==> src/blpg_pkg.sv <==
// ----------------------------------------------------------------------------
// blpg_pkg: shared types and constants of the line pixel generator
// coordinate widths, config register indexes, reset values, stage structs
// ----------------------------------------------------------------------------
package blpg_pkg;

  // endpoint coordinate width (supported range 8..32)
  localparam int COORD_BITS = 16;
  // frame dimension, column and row width
  localparam int DIM_W      = 16;
  // color width
  localparam int COLOR_W    = 24;
  // absolute delta along an axis fits in COORD_BITS unsigned bits
  localparam int DELTA_W    = COORD_BITS;
  // signed endpoint difference
  localparam int DIFF_W     = COORD_BITS + 1;
  // pixel countdown, holds delta + 1
  localparam int CNT_W      = COORD_BITS + 1;
  // decision variable, spans twice the largest delta either way
  localparam int ERR_W      = COORD_BITS + 3;
  // common width for the clip compare
  localparam int CMP_W      = (COORD_BITS > DIM_W) ? COORD_BITS : DIM_W;

  // config port
  localparam int CFG_IDX_W  = 2;
  localparam int CFG_DATA_W = COLOR_W;
  localparam logic [CFG_IDX_W-1:0] CFG_FRAME_WIDTH  = 2'd0;
  localparam logic [CFG_IDX_W-1:0] CFG_FRAME_HEIGHT = 2'd1;
  localparam logic [CFG_IDX_W-1:0] CFG_PEN_COLOR    = 2'd2;

  localparam logic [DIM_W-1:0]   RST_FRAME_WIDTH  = 16'd640;
  localparam logic [DIM_W-1:0]   RST_FRAME_HEIGHT = 16'd480;
  localparam logic [COLOR_W-1:0] RST_PEN_COLOR    = 24'd0;

  // item actions
  localparam logic ACT_LOAD = 1'b0;
  localparam logic ACT_STEP = 1'b1;

  typedef logic signed [COORD_BITS-1:0] coord_t;

  typedef struct packed {
    logic               action;
    coord_t             start_x;
    coord_t             start_y;
    coord_t             end_x;
    coord_t             end_y;
  } in_item_t;

  typedef struct packed {
    logic [DIM_W-1:0]   frame_width;
    logic [DIM_W-1:0]   frame_height;
    logic [COLOR_W-1:0] pen_color;
  } cfg_t;

  // walk state prepared by a load
  typedef struct packed {
    logic                    major_is_x;
    logic                    minor_step_negative;
    coord_t                  cur_major;
    coord_t                  cur_minor;
    logic [DELTA_W-1:0]      major_delta;
    logic [DELTA_W-1:0]      minor_delta;
    logic signed [ERR_W-1:0] error_term;
    logic [CNT_W-1:0]        pixels_left;
  } line_setup_t;

  typedef struct packed {
    logic [DIM_W-1:0]   pixel_x;
    logic [DIM_W-1:0]   pixel_row;
    logic [COLOR_W-1:0] pixel_color;
    logic               write_enable;
    logic               last_pixel;
  } pixel_t;

endpackage

==> src/blpg_channels.sv <==
// ----------------------------------------------------------------------------
// blpg channels: valid/ready interfaces for line items and pixels
// one interface per direction, each with source and sink modports
// ----------------------------------------------------------------------------
interface blpg_in_if;
  import blpg_pkg::*;

  logic   valid;
  logic   ready;
  logic   action;
  coord_t start_x;
  coord_t start_y;
  coord_t end_x;
  coord_t end_y;

  modport source (output valid, action, start_x, start_y, end_x, end_y, input ready);
  modport sink   (input valid, action, start_x, start_y, end_x, end_y, output ready);
endinterface

interface blpg_out_if;
  import blpg_pkg::*;

  logic               valid;
  logic               ready;
  logic [DIM_W-1:0]   pixel_x;
  logic [DIM_W-1:0]   pixel_row;
  logic [COLOR_W-1:0] pixel_color;
  logic               write_enable;
  logic               last_pixel;

  modport source (output valid, pixel_x, pixel_row, pixel_color, write_enable, last_pixel,
                  input ready);
  modport sink   (input valid, pixel_x, pixel_row, pixel_color, write_enable, last_pixel,
                  output ready);
endinterface

==> src/blpg_cfg_regs.sv <==
// ----------------------------------------------------------------------------
// blpg_cfg_regs: frame window and pen color registers
// written by index, unused indexes are dropped
// ----------------------------------------------------------------------------
module blpg_cfg_regs (
  input  logic                             clk,
  input  logic                             rst_n,
  input  logic                             cfg_we,
  input  logic [blpg_pkg::CFG_IDX_W-1:0]   cfg_index,
  input  logic [blpg_pkg::CFG_DATA_W-1:0]  cfg_wdata,
  output blpg_pkg::cfg_t                   cfg
);
  import blpg_pkg::*;

  cfg_t cfg_r;

  always_ff @(posedge clk) begin
    if (!rst_n) begin
      cfg_r.frame_width  <= RST_FRAME_WIDTH;
      cfg_r.frame_height <= RST_FRAME_HEIGHT;
      cfg_r.pen_color    <= RST_PEN_COLOR;
    end else if (cfg_we) begin
      unique case (cfg_index)
        CFG_FRAME_WIDTH:  cfg_r.frame_width  <= cfg_wdata[DIM_W-1:0];
        CFG_FRAME_HEIGHT: cfg_r.frame_height <= cfg_wdata[DIM_W-1:0];
        CFG_PEN_COLOR:    cfg_r.pen_color    <= cfg_wdata[COLOR_W-1:0];
        default: ;
      endcase
    end
  end

  assign cfg = cfg_r;

endmodule

==> src/blpg_line_setup.sv <==
// ----------------------------------------------------------------------------
// blpg_line_setup: endpoint to walk state conversion
// picks the major axis, orders endpoints, seeds the decision variable
// ----------------------------------------------------------------------------
module blpg_line_setup (
  input  blpg_pkg::in_item_t    item,
  output blpg_pkg::line_setup_t setup
);
  import blpg_pkg::*;

  logic signed [DIFF_W-1:0] dx;
  logic signed [DIFF_W-1:0] dy;
  logic signed [DIFF_W-1:0] adx;
  logic signed [DIFF_W-1:0] ady;
  logic signed [DIFF_W-1:0] d_major;
  logic signed [DIFF_W-1:0] d_minor;
  logic                     major_x;
  logic                     swap;
  logic                     minor_pos;
  logic                     minor_neg;
  logic [DELTA_W-1:0]       maj_delta;
  logic [DELTA_W-1:0]       min_delta;
  logic signed [ERR_W-1:0]  maj_ext;
  logic signed [ERR_W-1:0]  min_ext;

  always_comb begin
    dx  = DIFF_W'(item.end_x) - DIFF_W'(item.start_x);
    dy  = DIFF_W'(item.end_y) - DIFF_W'(item.start_y);
    adx = dx[DIFF_W-1] ? -dx : dx;
    ady = dy[DIFF_W-1] ? -dy : dy;

    // ties go to y
    major_x = adx > ady;

    d_major = major_x ? dx : dy;
    d_minor = major_x ? dy : dx;
    // endpoints are swapped when the major coordinate would fall
    swap    = d_major[DIFF_W-1];

    minor_neg = d_minor[DIFF_W-1];
    minor_pos = !d_minor[DIFF_W-1] && (d_minor != '0);

    maj_delta = major_x ? adx[DELTA_W-1:0] : ady[DELTA_W-1:0];
    min_delta = major_x ? ady[DELTA_W-1:0] : adx[DELTA_W-1:0];
    maj_ext   = ERR_W'(maj_delta);
    min_ext   = ERR_W'(min_delta);

    setup.major_is_x          = major_x;
    setup.minor_step_negative = swap ? minor_pos : minor_neg;
    setup.cur_major           = swap ? (major_x ? item.end_x : item.end_y)
                                     : (major_x ? item.start_x : item.start_y);
    setup.cur_minor           = swap ? (major_x ? item.end_y : item.end_x)
                                     : (major_x ? item.start_y : item.start_x);
    setup.major_delta         = maj_delta;
    setup.minor_delta         = min_delta;
    setup.error_term          = (min_ext <<< 1) - maj_ext;
    setup.pixels_left         = CNT_W'(maj_delta) + CNT_W'(1);
  end

endmodule

==> src/blpg_walker.sv <==
// ----------------------------------------------------------------------------
// blpg_walker: line walk state and per-pixel clip and row flip
// one step of the decision variable update per advance
// ----------------------------------------------------------------------------
module blpg_walker (
  input  logic                  clk,
  input  logic                  rst_n,
  input  logic                  load,
  input  logic                  advance,
  input  blpg_pkg::line_setup_t setup,
  input  blpg_pkg::cfg_t        cfg,
  output logic                  active,
  output blpg_pkg::pixel_t      pixel
);
  import blpg_pkg::*;

  logic                    active_r, active_nxt;
  line_setup_t             st_r, st_nxt;

  coord_t                  px;
  coord_t                  py;
  logic [CMP_W-1:0]        px_ext;
  logic [CMP_W-1:0]        py_ext;
  logic                    in_frame;
  logic                    last;
  logic signed [ERR_W-1:0] maj2;
  logic signed [ERR_W-1:0] min2;

  // current pixel, clip and row flip
  always_comb begin
    px       = st_r.major_is_x ? st_r.cur_major : st_r.cur_minor;
    py       = st_r.major_is_x ? st_r.cur_minor : st_r.cur_major;
    px_ext   = CMP_W'($unsigned(px));
    py_ext   = CMP_W'($unsigned(py));
    in_frame = !px[COORD_BITS-1] && !py[COORD_BITS-1] &&
               (px_ext < CMP_W'(cfg.frame_width)) &&
               (py_ext < CMP_W'(cfg.frame_height));
    last     = st_r.pixels_left <= CNT_W'(1);

    pixel.pixel_x      = in_frame ? px_ext[DIM_W-1:0] : '0;
    pixel.pixel_row    = in_frame ? (cfg.frame_height - DIM_W'(1) - py_ext[DIM_W-1:0]) : '0;
    pixel.pixel_color  = cfg.pen_color;
    pixel.write_enable = in_frame;
    pixel.last_pixel   = last;
  end

  // next walk state
  always_comb begin
    maj2       = ERR_W'(st_r.major_delta) <<< 1;
    min2       = ERR_W'(st_r.minor_delta) <<< 1;
    st_nxt     = st_r;
    active_nxt = active_r;
    if (load) begin
      st_nxt     = setup;
      active_nxt = 1'b1;
    end else if (advance) begin
      if (!st_r.error_term[ERR_W-1]) begin
        st_nxt.cur_minor  = st_r.minor_step_negative ? st_r.cur_minor - COORD_BITS'(1)
                                                     : st_r.cur_minor + COORD_BITS'(1);
        st_nxt.error_term = st_r.error_term - maj2 + min2;
      end else begin
        st_nxt.error_term = st_r.error_term + min2;
      end
      st_nxt.cur_major   = st_r.cur_major + COORD_BITS'(1);
      st_nxt.pixels_left = last ? '0 : st_r.pixels_left - CNT_W'(1);
      if (last) begin
        active_nxt = 1'b0;
      end
    end
  end

  always_ff @(posedge clk) begin
    if (!rst_n) begin
      active_r <= 1'b0;
    end else begin
      active_r <= active_nxt;
    end
  end

  always_ff @(posedge clk) begin
    st_r <= st_nxt;
  end

  assign active = active_r;

endmodule

==> src/bresenham_line_pixel_gen_unit.sv <==
// ----------------------------------------------------------------------------
// bresenham_line_pixel_gen_unit: integer line rasterizer
// a step item is held in the input register stage, then its pixel in the result
// register; a stalled output holds both
// throughput: 1 item per cycle while out_if.ready holds, else the input stalls
// load items yield no pixel; steps while no line is active are dropped
// reset (synchronous, rst_n low): line idle, window 640 x 480, pen color 0
// ----------------------------------------------------------------------------
module bresenham_line_pixel_gen_unit (
  input  logic                            clk,
  input  logic                            rst_n,
  blpg_in_if.sink                         in_if,
  blpg_out_if.source                      out_if,
  input  logic                            cfg_we,
  input  logic [blpg_pkg::CFG_IDX_W-1:0]  cfg_index,
  input  logic [blpg_pkg::CFG_DATA_W-1:0] cfg_wdata
);
  import blpg_pkg::*;

  // input register stage
  logic        in_valid_r, in_valid_nxt;
  in_item_t    in_item_r;
  in_item_t    in_item;

  // result register stage
  logic        out_valid_r, out_valid_nxt;
  pixel_t      out_pix_r;

  cfg_t        cfg;
  line_setup_t setup;
  pixel_t      pixel;
  logic        active;

  logic        out_free;   // result register can take a new pixel this cycle
  logic        stage_go;   // registered item is consumed this cycle
  logic        in_xfer;
  logic        do_load;
  logic        do_step;

  assign in_item.action  = in_if.action;
  assign in_item.start_x = in_if.start_x;
  assign in_item.start_y = in_if.start_y;
  assign in_item.end_x   = in_if.end_x;
  assign in_item.end_y   = in_if.end_y;

  // the result register frees up in the same cycle its pixel is taken
  assign out_free  = !out_valid_r || out_if.ready;
  assign stage_go  = in_valid_r && out_free;
  assign in_if.ready = !in_valid_r || stage_go;
  assign in_xfer   = in_if.valid && in_if.ready;

  // load replaces any line in progress; a step only counts on an active line
  assign do_load = stage_go && (in_item_r.action == ACT_LOAD);
  assign do_step = stage_go && (in_item_r.action == ACT_STEP) && active;

  blpg_cfg_regs u_cfg (
    .clk       (clk),
    .rst_n     (rst_n),
    .cfg_we    (cfg_we),
    .cfg_index (cfg_index),
    .cfg_wdata (cfg_wdata),
    .cfg       (cfg)
  );

  blpg_line_setup u_setup (
    .item  (in_item_r),
    .setup (setup)
  );

  blpg_walker u_walker (
    .clk     (clk),
    .rst_n   (rst_n),
    .load    (do_load),
    .advance (do_step),
    .setup   (setup),
    .cfg     (cfg),
    .active  (active),
    .pixel   (pixel)
  );

  always_comb begin
    in_valid_nxt = in_valid_r;
    if (in_xfer) begin
      in_valid_nxt = 1'b1;
    end else if (stage_go) begin
      in_valid_nxt = 1'b0;
    end

    out_valid_nxt = out_valid_r;
    if (do_step) begin
      out_valid_nxt = 1'b1;
    end else if (out_if.ready) begin
      out_valid_nxt = 1'b0;
    end
  end

  always_ff @(posedge clk) begin
    if (!rst_n) begin
      in_valid_r  <= 1'b0;
      out_valid_r <= 1'b0;
    end else begin
      in_valid_r  <= in_valid_nxt;
      out_valid_r <= out_valid_nxt;
    end
  end

  // payload registers, no reset needed
  always_ff @(posedge clk) begin
    if (in_xfer) begin
      in_item_r <= in_item;
    end
    if (do_step) begin
      out_pix_r <= pixel;
    end
  end

  assign out_if.valid        = out_valid_r;
  assign out_if.pixel_x      = out_pix_r.pixel_x;
  assign out_if.pixel_row    = out_pix_r.pixel_row;
  assign out_if.pixel_color  = out_pix_r.pixel_color;
  assign out_if.write_enable = out_pix_r.write_enable;
  assign out_if.last_pixel   = out_pix_r.last_pixel;

endmodule
==> src/flat_wrapper.sv <==
// flat-port wrapper written by rule: the top's interface ports become plain ports
module bresenham_line_pixel_gen_unit_flat import blpg_pkg::*;
  (clk, rst_n, cfg_we, cfg_index, cfg_wdata, in_if_valid, in_if_action, in_if_start_x, in_if_start_y, in_if_end_x, in_if_end_y, in_if_ready, out_if_valid, out_if_pixel_x, out_if_pixel_row, out_if_pixel_color, out_if_write_enable, out_if_last_pixel, out_if_ready);
  blpg_in_if in_if_i ();
  blpg_out_if out_if_i ();
  input  logic clk;
  input  logic rst_n;
  input  logic cfg_we;
  input  logic [blpg_pkg::CFG_IDX_W-1:0] cfg_index;
  input  logic [blpg_pkg::CFG_DATA_W-1:0] cfg_wdata;
  input wire logic [$bits(in_if_i.valid)-1:0] in_if_valid;
  input wire logic [$bits(in_if_i.action)-1:0] in_if_action;
  input wire logic [$bits(in_if_i.start_x)-1:0] in_if_start_x;
  input wire logic [$bits(in_if_i.start_y)-1:0] in_if_start_y;
  input wire logic [$bits(in_if_i.end_x)-1:0] in_if_end_x;
  input wire logic [$bits(in_if_i.end_y)-1:0] in_if_end_y;
  output wire logic [$bits(in_if_i.ready)-1:0] in_if_ready;
  output wire logic [$bits(out_if_i.valid)-1:0] out_if_valid;
  output wire logic [$bits(out_if_i.pixel_x)-1:0] out_if_pixel_x;
  output wire logic [$bits(out_if_i.pixel_row)-1:0] out_if_pixel_row;
  output wire logic [$bits(out_if_i.pixel_color)-1:0] out_if_pixel_color;
  output wire logic [$bits(out_if_i.write_enable)-1:0] out_if_write_enable;
  output wire logic [$bits(out_if_i.last_pixel)-1:0] out_if_last_pixel;
  input wire logic [$bits(out_if_i.ready)-1:0] out_if_ready;
  assign in_if_i.valid = in_if_valid;
  assign in_if_i.action = in_if_action;
  assign in_if_i.start_x = in_if_start_x;
  assign in_if_i.start_y = in_if_start_y;
  assign in_if_i.end_x = in_if_end_x;
  assign in_if_i.end_y = in_if_end_y;
  assign in_if_ready = in_if_i.ready;
  assign out_if_valid = out_if_i.valid;
  assign out_if_pixel_x = out_if_i.pixel_x;
  assign out_if_pixel_row = out_if_i.pixel_row;
  assign out_if_pixel_color = out_if_i.pixel_color;
  assign out_if_write_enable = out_if_i.write_enable;
  assign out_if_last_pixel = out_if_i.last_pixel;
  assign out_if_i.ready = out_if_ready;
  bresenham_line_pixel_gen_unit u_core (.clk(clk), .rst_n(rst_n), .in_if(in_if_i), .out_if(out_if_i), .cfg_we(cfg_we), .cfg_index(cfg_index), .cfg_wdata(cfg_wdata));
endmodule
==> config.mk <==
export PLATFORM = sky130hd
export DESIGN_NAME = bresenham_line_pixel_gen_unit_flat
export DESIGN_NICKNAME = d
export VERILOG_FILES = /design/src/blpg_pkg.sv /design/src/blpg_channels.sv /design/src/blpg_cfg_regs.sv /design/src/blpg_line_setup.sv /design/src/blpg_walker.sv /design/src/bresenham_line_pixel_gen_unit.sv /design/src/flat_wrapper.sv
export SDC_FILE = /design/constraint.sdc
export NUM_CORES = 1
export LEC_CHECK = 0
export ABC_AREA = 1
export ABC_CLOCK_PERIOD_IN_PS = 14800
export BUFFER_PORTS_ARGS = -buffer_cell sky130_fd_sc_hd__buf_2
export CORE_ASPECT_RATIO = 0.75
export CORE_MARGIN = 2
export CORE_UTILIZATION = 65
export CTS_BUF_LIST = sky130_fd_sc_hd__clkbuf_4 sky130_fd_sc_hd__clkbuf_8 sky130_fd_sc_hd__clkbuf_16
export CTS_CLUSTER_SIZE = 16
export DETAILED_ROUTE_END_ITERATION = 6
export PLACE_DENSITY = 0.85
export SKIP_LAST_GASP = 1
export SLEW_MARGIN = 20
export SYNTH_ARGS = -nofsm -noshare
export SYNTH_HDL_FRONTEND = slang
export SYNTH_SLANG_ARGS = --single-unit
==> constraint.sdc <==
create_clock -name clk -period 14.8 [get_ports clk]
set_input_delay 1.48 -clock clk [delete_from_list [all_inputs] [get_ports clk]]
set_output_delay 1.48 -clock clk [all_outputs]
set_load 0.1 [all_outputs]
# After elaboration in Yosys (flattened, before gate mapping)
# Index checks and enable logic that the tools add are counted.
word_totals:
  inputBits: 96
  elab_cells: 104
  regBits: 284
  out_inout_bits: 60
op_classes:
  reduce_logical: 27
  n_eq_ne: 3
  addsub: 15
  mux: 30
  magnitude_cmp: 4
  n_bitwise: 1
op_table:
  columns: ["operator", "count"]
  rows:
  - ["2-to-1 mux 16 bit", 12]
  - ["2-to-1 mux 17 bit", 5]
  - ["2-to-1 mux 36 bit", 2]
  - ["2-to-1 mux 32 bit", 2]
  - ["adder 19 x 18 -> 19 bit", 2]
  - ["negation 17 bit", 2]
  - ["subtractor 16 x 16 -> 17 bit", 2]
  - ["adder 16 x 2 -> 16 bit (second input constant)", 2]
  - ["less-than comparator 16 bit", 2]
  - ["2-to-1 mux 19 bit", 1]
  - ["subtractor 19 x 18 -> 19 bit", 1]
  - ["subtractor 17 x 16 -> 18 bit", 1]
  - ["adder 16 x 1 -> 17 bit (second input constant)", 1]
  - ["greater-than comparator 17 bit", 1]
  - ["<= comparator 17 x 1 -> 1 bit (second input constant)", 1]
  - ["nonzero test 17 bit", 1]
  - ["subtractor 17 x 1 -> 17 bit (second input constant)", 1]
  - ["subtractor 16 x 1 -> 16 bit (second input constant)", 1]
  - ["subtractor 16 bit", 1]
  - ["subtractor 16 x 2 -> 16 bit (second input constant)", 1]
  - ["AND reduction 2 bit", 5]
  - ["logical AND 1 bit", 9]
  - ["2-to-1 mux 1 bit", 8]
  - ["nonzero test 2 bit", 4]
  - ["7 further kinds", 12]

# Depth between registers and ports, before layout
logic_depth:
  ltp_word: 8
  mapped_depth: 50
  depth_no_buf: 48

# Modules after synthesis
# From an unflattened synthesis, not the netlist that was laid out.
unflattened:
  cells_unflattened: 3080
  area_unflattened_um2: 22541.6
by_module_without_submodules:
  columns: ["module", "seq_area_each_um2", "area_each_um2", "n_inst", "cells_each"]
  rows:
  - ["blpg_walker", 3052.9, 10267.3, 1, 1442]
  - ["blpg_line_setup", 0.0, 6143.4, 1, 1146]
  - ["bresenham_line_pixel_gen_unit", 3733.6, 3801.1, 1, 140]
  - ["blpg_cfg_regs", 1121.1, 2329.7, 1, 352]

# Worst setup path before layout
# Ideal clock, no wire load.
synth_timing:
  path_type: "register to register"
  start: "reg u_core.in_item_r[0] (netlist bit)"
  end: "reg u_core.u_walker.st_r[33] (netlist bit), data pin"
  synth_period_minus_slack_ps: 6289
  path_slack_ps: 8511
  t_arrival_ps: 6033
  stages_incl_launch_ff: 42
  t_required_ps: 14544
  setup_time_ps: 256
  path_buffers: 5
  path_cell_list: "edfxtp_1 -> inv_1 -> ha_1 -> fa_1 -> nand3b_1 -> nand2_2 -> nand3_1 -> nand2_1 -> nand3_1 -> nand2_1 -> nand2_1 -> o21ai_2 -> inv_1 -> or2_2 -> o21ai_0 -> ha_1 -> nand2_1 -> nor2_1 -> [... 6 more ...] -> nand2_1 -> nand2_2 -> nand3_2 -> nand2_4 -> buf_6 -> buf_8 -> buf_4 -> buf_2 -> clkbuf_1 -> o21ai_0 -> ha_1 -> a21oi_1 -> o21a_1 -> nor2_1 -> a2111oi_0 -> nand3_1 -> nand3_1 -> nand2_1"
synth_lines:
  columns: ["item", "line_no", "rtl"]
  rows:
  - ["start, declared", "bresenham_line_pixel_gen_unit.sv:22", "in_item_t in_item_r;"]
  - ["start signal, assigned", "bresenham_line_pixel_gen_unit.sv:110", "in_item_r <= in_item;"]
  - ["end signal, assigned", "blpg_walker.sv:81", "st_r <= st_nxt;"]
  - ["end, declared", "blpg_walker.sv:18", "line_setup_t st_r, st_nxt;"]

==> flow_summary.json <==
{
  "synthAdderAreaFrac": 0.119,
  "synth_compound_area_frac": 0.158,
  "fin_skew_ns": 0.0158,
  "critPathKind": "reg2reg",
  "synth_cells": 2500,
  "violations": "design-rule violations",
  "hold_violations": 0,
  "die_w_um": 207,
  "die_h_um": 156,
  "synth_top_family_by_area": "simple AND/OR/NAND/NOR gates",
  "std_cell_rows": 55,
  "finalInstanceArea_um2": 22100,
  "drive_above_1_share": 0.126,
  "yosys.area_share.simple": 0.194,
  "critPathMaxFanout": 102,
  "layout_commonest_cell": "nand2_1",
  "synthMuxAreaShare": 0,
  "core_area_um2": 30300,
  "synth.avg_cell_area_um2": 8.03,
  "path_clk_slew_ns": 0.06,
  "syn2layout_area_growth_pct": 9.93,
  "max_freq_mhz": 124,
  "grt_pass1_vias": 16500,
  "ys_ff_latch": 283,
  "postCtsSetupBuffers": 0,
  "ir_drop_uv": 249,
  "finalMaxSlewViolations": 0,
  "clock-sinks": 283,
  "numPortBuffers": 155,
  "route.detailed.drc": 9,
  "grt-ovfl-total": 0,
  "clock_path_buffers": 3,
  "gp_congestion": 1.00,
  "drtIter0Drc": 2098,
  "grt_antenna_before_repair": 2,
  "max_cap_viol_count": 0,
  "holdCritPathClass": "reg2reg",
  "crit_required_ns": 15.22,
  "synth_ff_type": "edfxtp_1",
  "hpwl_mm": 42.8,
  "cp_slowest_cell": "o21ai_0",
  "die_area_um2": 32300,
  "period_needed_ns": 8.10,
  "wirelength_mm": 55.2,
  "nets": 2902,
  "fin_setup_tns_ns": 0,
  "critPathMaxStageDelay_ns": 0.91,
  "ioPinCount": 156,
  "placed_area_um2": 21100,
  "status": "complete, but fails checks",
  "grt_first_pass_wirelength_mm": 86.6,
  "dr.pass1.iters": 7,
  "tightestPinTransition_ns": 1.11,
  "min_period_over_period": 0.547,
  "viasPerCell": 5.81,
  "start_util": 0.663,
  "hold_buffers": 0,
  "clkLatencyLatePin_ns": 0.58,
  "cts_resized": 0,
  "synth_xor_area_frac": 0.0351,
  "final_cell_mix": "nand2_1 (460), inv_1 (429), o21ai_0 (239)",
  "async_flop_share": 0,
  "setup_violations": 0,
  "synth_edf_count": 224,
  "slew_headroom": 0.258,
  "synth_nets": 2774,
  "cts_tree": "yes",
  "yosys_warnings": 0,
  "arrival_ns": 8.51,
  "worstSetupStartpointType": "flop",
  "power_leakage_nw": 10.3,
  "fin_total_pwr_mw": 4.92,
  "endpoint_kind": "flop",
  "crit_top_cell": "nand2_1",
  "syn_area_um2": 20100,
  "wl_per_cell_um": 18.1,
  "htree_levels": 1,
  "synth_cell_types": 63,
  "ys_seq_area_frac": 0.394,
  "rsz0062_at_grt": "false",
  "numCtsBuffers": 29,
  "grt.total_usage": 0.343,
  "p_per_area_nw_per_um2": 223,
  "drtAntennaViolNets": 0,
  "root_buffer": "clkbuf_16",
  "num_vias": 17700,
  "grt_max_degree": 105
}
==> flip-flops by register name, indices dropped and copies added, names as in the netlist <==
signal and cells:
u_core.u_walker.st_r 69, u_core.out_if.pixel_x 16, u_core.in_item_r 65, u_core.out_if.write_enable 1, u_core.u_cfg.cfg 56, u_core.out_if.last_pixel 1
u_core.out_if.pixel_row 16, u_core.u_walker.maj2 16, u_core.in_valid_r 1, u_core.out_if.valid 1, u_core.u_walker.min2 16, u_core.u_walker.active 1
u_core.out_if.pixel_color 24
==> final timing paths <==
path | startpoint | endpoint | slack (ns) | depth (start not counted)
hold / removal | u_core.u_cfg.cfg[22]$_SDFFE_PN0P_ | u_core.out_if.pixel_color[22]$_DFFE_PP_ | 0.43 | 0
setup / recovery | u_core.in_item_r[0]$_DFFE_PP_ | u_core.u_walker.st_r[74]$_DFFE_PP_ | 6.70 | 33
hold reg to reg | u_core.u_cfg.cfg[22]$_SDFFE_PN0P_ | u_core.out_if.pixel_color[22]$_DFFE_PP_ | 0.43 | 0
setup reg to reg | u_core.in_item_r[0]$_DFFE_PP_ | u_core.u_walker.st_r[74]$_DFFE_PP_ | 6.70 | 33
==> critical path: cells and delay by family, from the launching register on <==
kind,cells,cell delay [ns]
fa+ha+maj,3,1.03
flops,1,0.36
simple gates,19,3.33
buf+inv,3,0.88
compound gates,8,2.26
==> Yosys cell counts, drive strengths merged (2+ instances only) <==
master / n / share of area
nand2: 506 / 0.10
inv: 441 / 0.082
o21ai: 277 / 0.072
edfxtp: 224 / 0.34
nor2: 195 / 0.040
a21oi: 182 / 0.047
ha: 156 / 0.097
nand3: 120 / 0.032
dfxtp: 59 / 0.059
xor2: 53 / 0.025
clkbuf: 46 / 0.0086
nor3: 29 / 0.0077
a211oi: 26 / 0.0097
xnor2: 24 / 0.010
fa: 22 / 0.022
buf: 20 / 0.0073
nand4: 14 / 0.0044
o22ai: 14 / 0.0044
o211ai: 10 / 0.0037
o21a: 9 / 0.0034
o32ai: 8 / 0.0035
nor4: 7 / 0.0025
o31ai: 7 / 0.0026
a31oi: 6 / 0.0019
nand3b: 6 / 0.0022
o21bai: 6 / 0.0022
or2: 5 / 0.0016
a221oi: 3 / 0.0013
and2: 3 / 0.00094
clkinv: 3 / 0.00056
o2111ai: 3 / 0.0013
a21boi: 2 / 0.00075
a21o: 2 / 0.00075
o221a: 2 / 0.0011
==> where the power goes <==
group          total (mW)  internal, mW  switching (mW)
sequential           1.03         0.993          0.0420
combinational        3.15         0.945            2.20
clock               0.740         0.416           0.325
total                4.92          2.35            2.57
==> cell families (layout without fill, tap and decap cells) <==
group / after synthesis / in the layout
compound gates: 563 / 563
fa+ha+maj: 178 / 178
buf+inv: 510 / 659
flops: 283 / 283
simple gates: 888 / 888
other cells: 1 / 3
xor+xnor: 77 / 77
==> metrics by stage <==
stage,util,hold WS [ns],worst slack (ns),std cells
4_1_cts,0.728,0.429,6.83,3048
3_3_place_gp,0.697,0.412,6.58,2996
2_1_floorplan,-,0.408,8.51,2500
6_report,0.729,0.430,6.70,3050
5_1_grt,0.729,0.434,6.05,3050
3_5_place_dp,0.697,0.416,6.88,2996
==> layer usage <==
metal | wire length (um) | vias to the layer above | GRT usage
met5 | 0 | - | 0
met2 | 23800 | 887 | 0.516
met3 | 5300 | 108 | 0.0526
li1 | - | 8554 | -
met4 | 1810 | 0 | 0.113
met1 | 24300 | 8185 | 0.508
==> final cells by class <==
cell class	count	area, um^2
multi-input cells	1707	10200
well taps	399	499
repair buffers	163	840
clock inverters	15	143
fillers	2304	8210
flip-flops and latches	283	7910
inverters	444	1670
diodes	2	5.00
clock buffers	37	792
(Power assumes the default switching activity.)
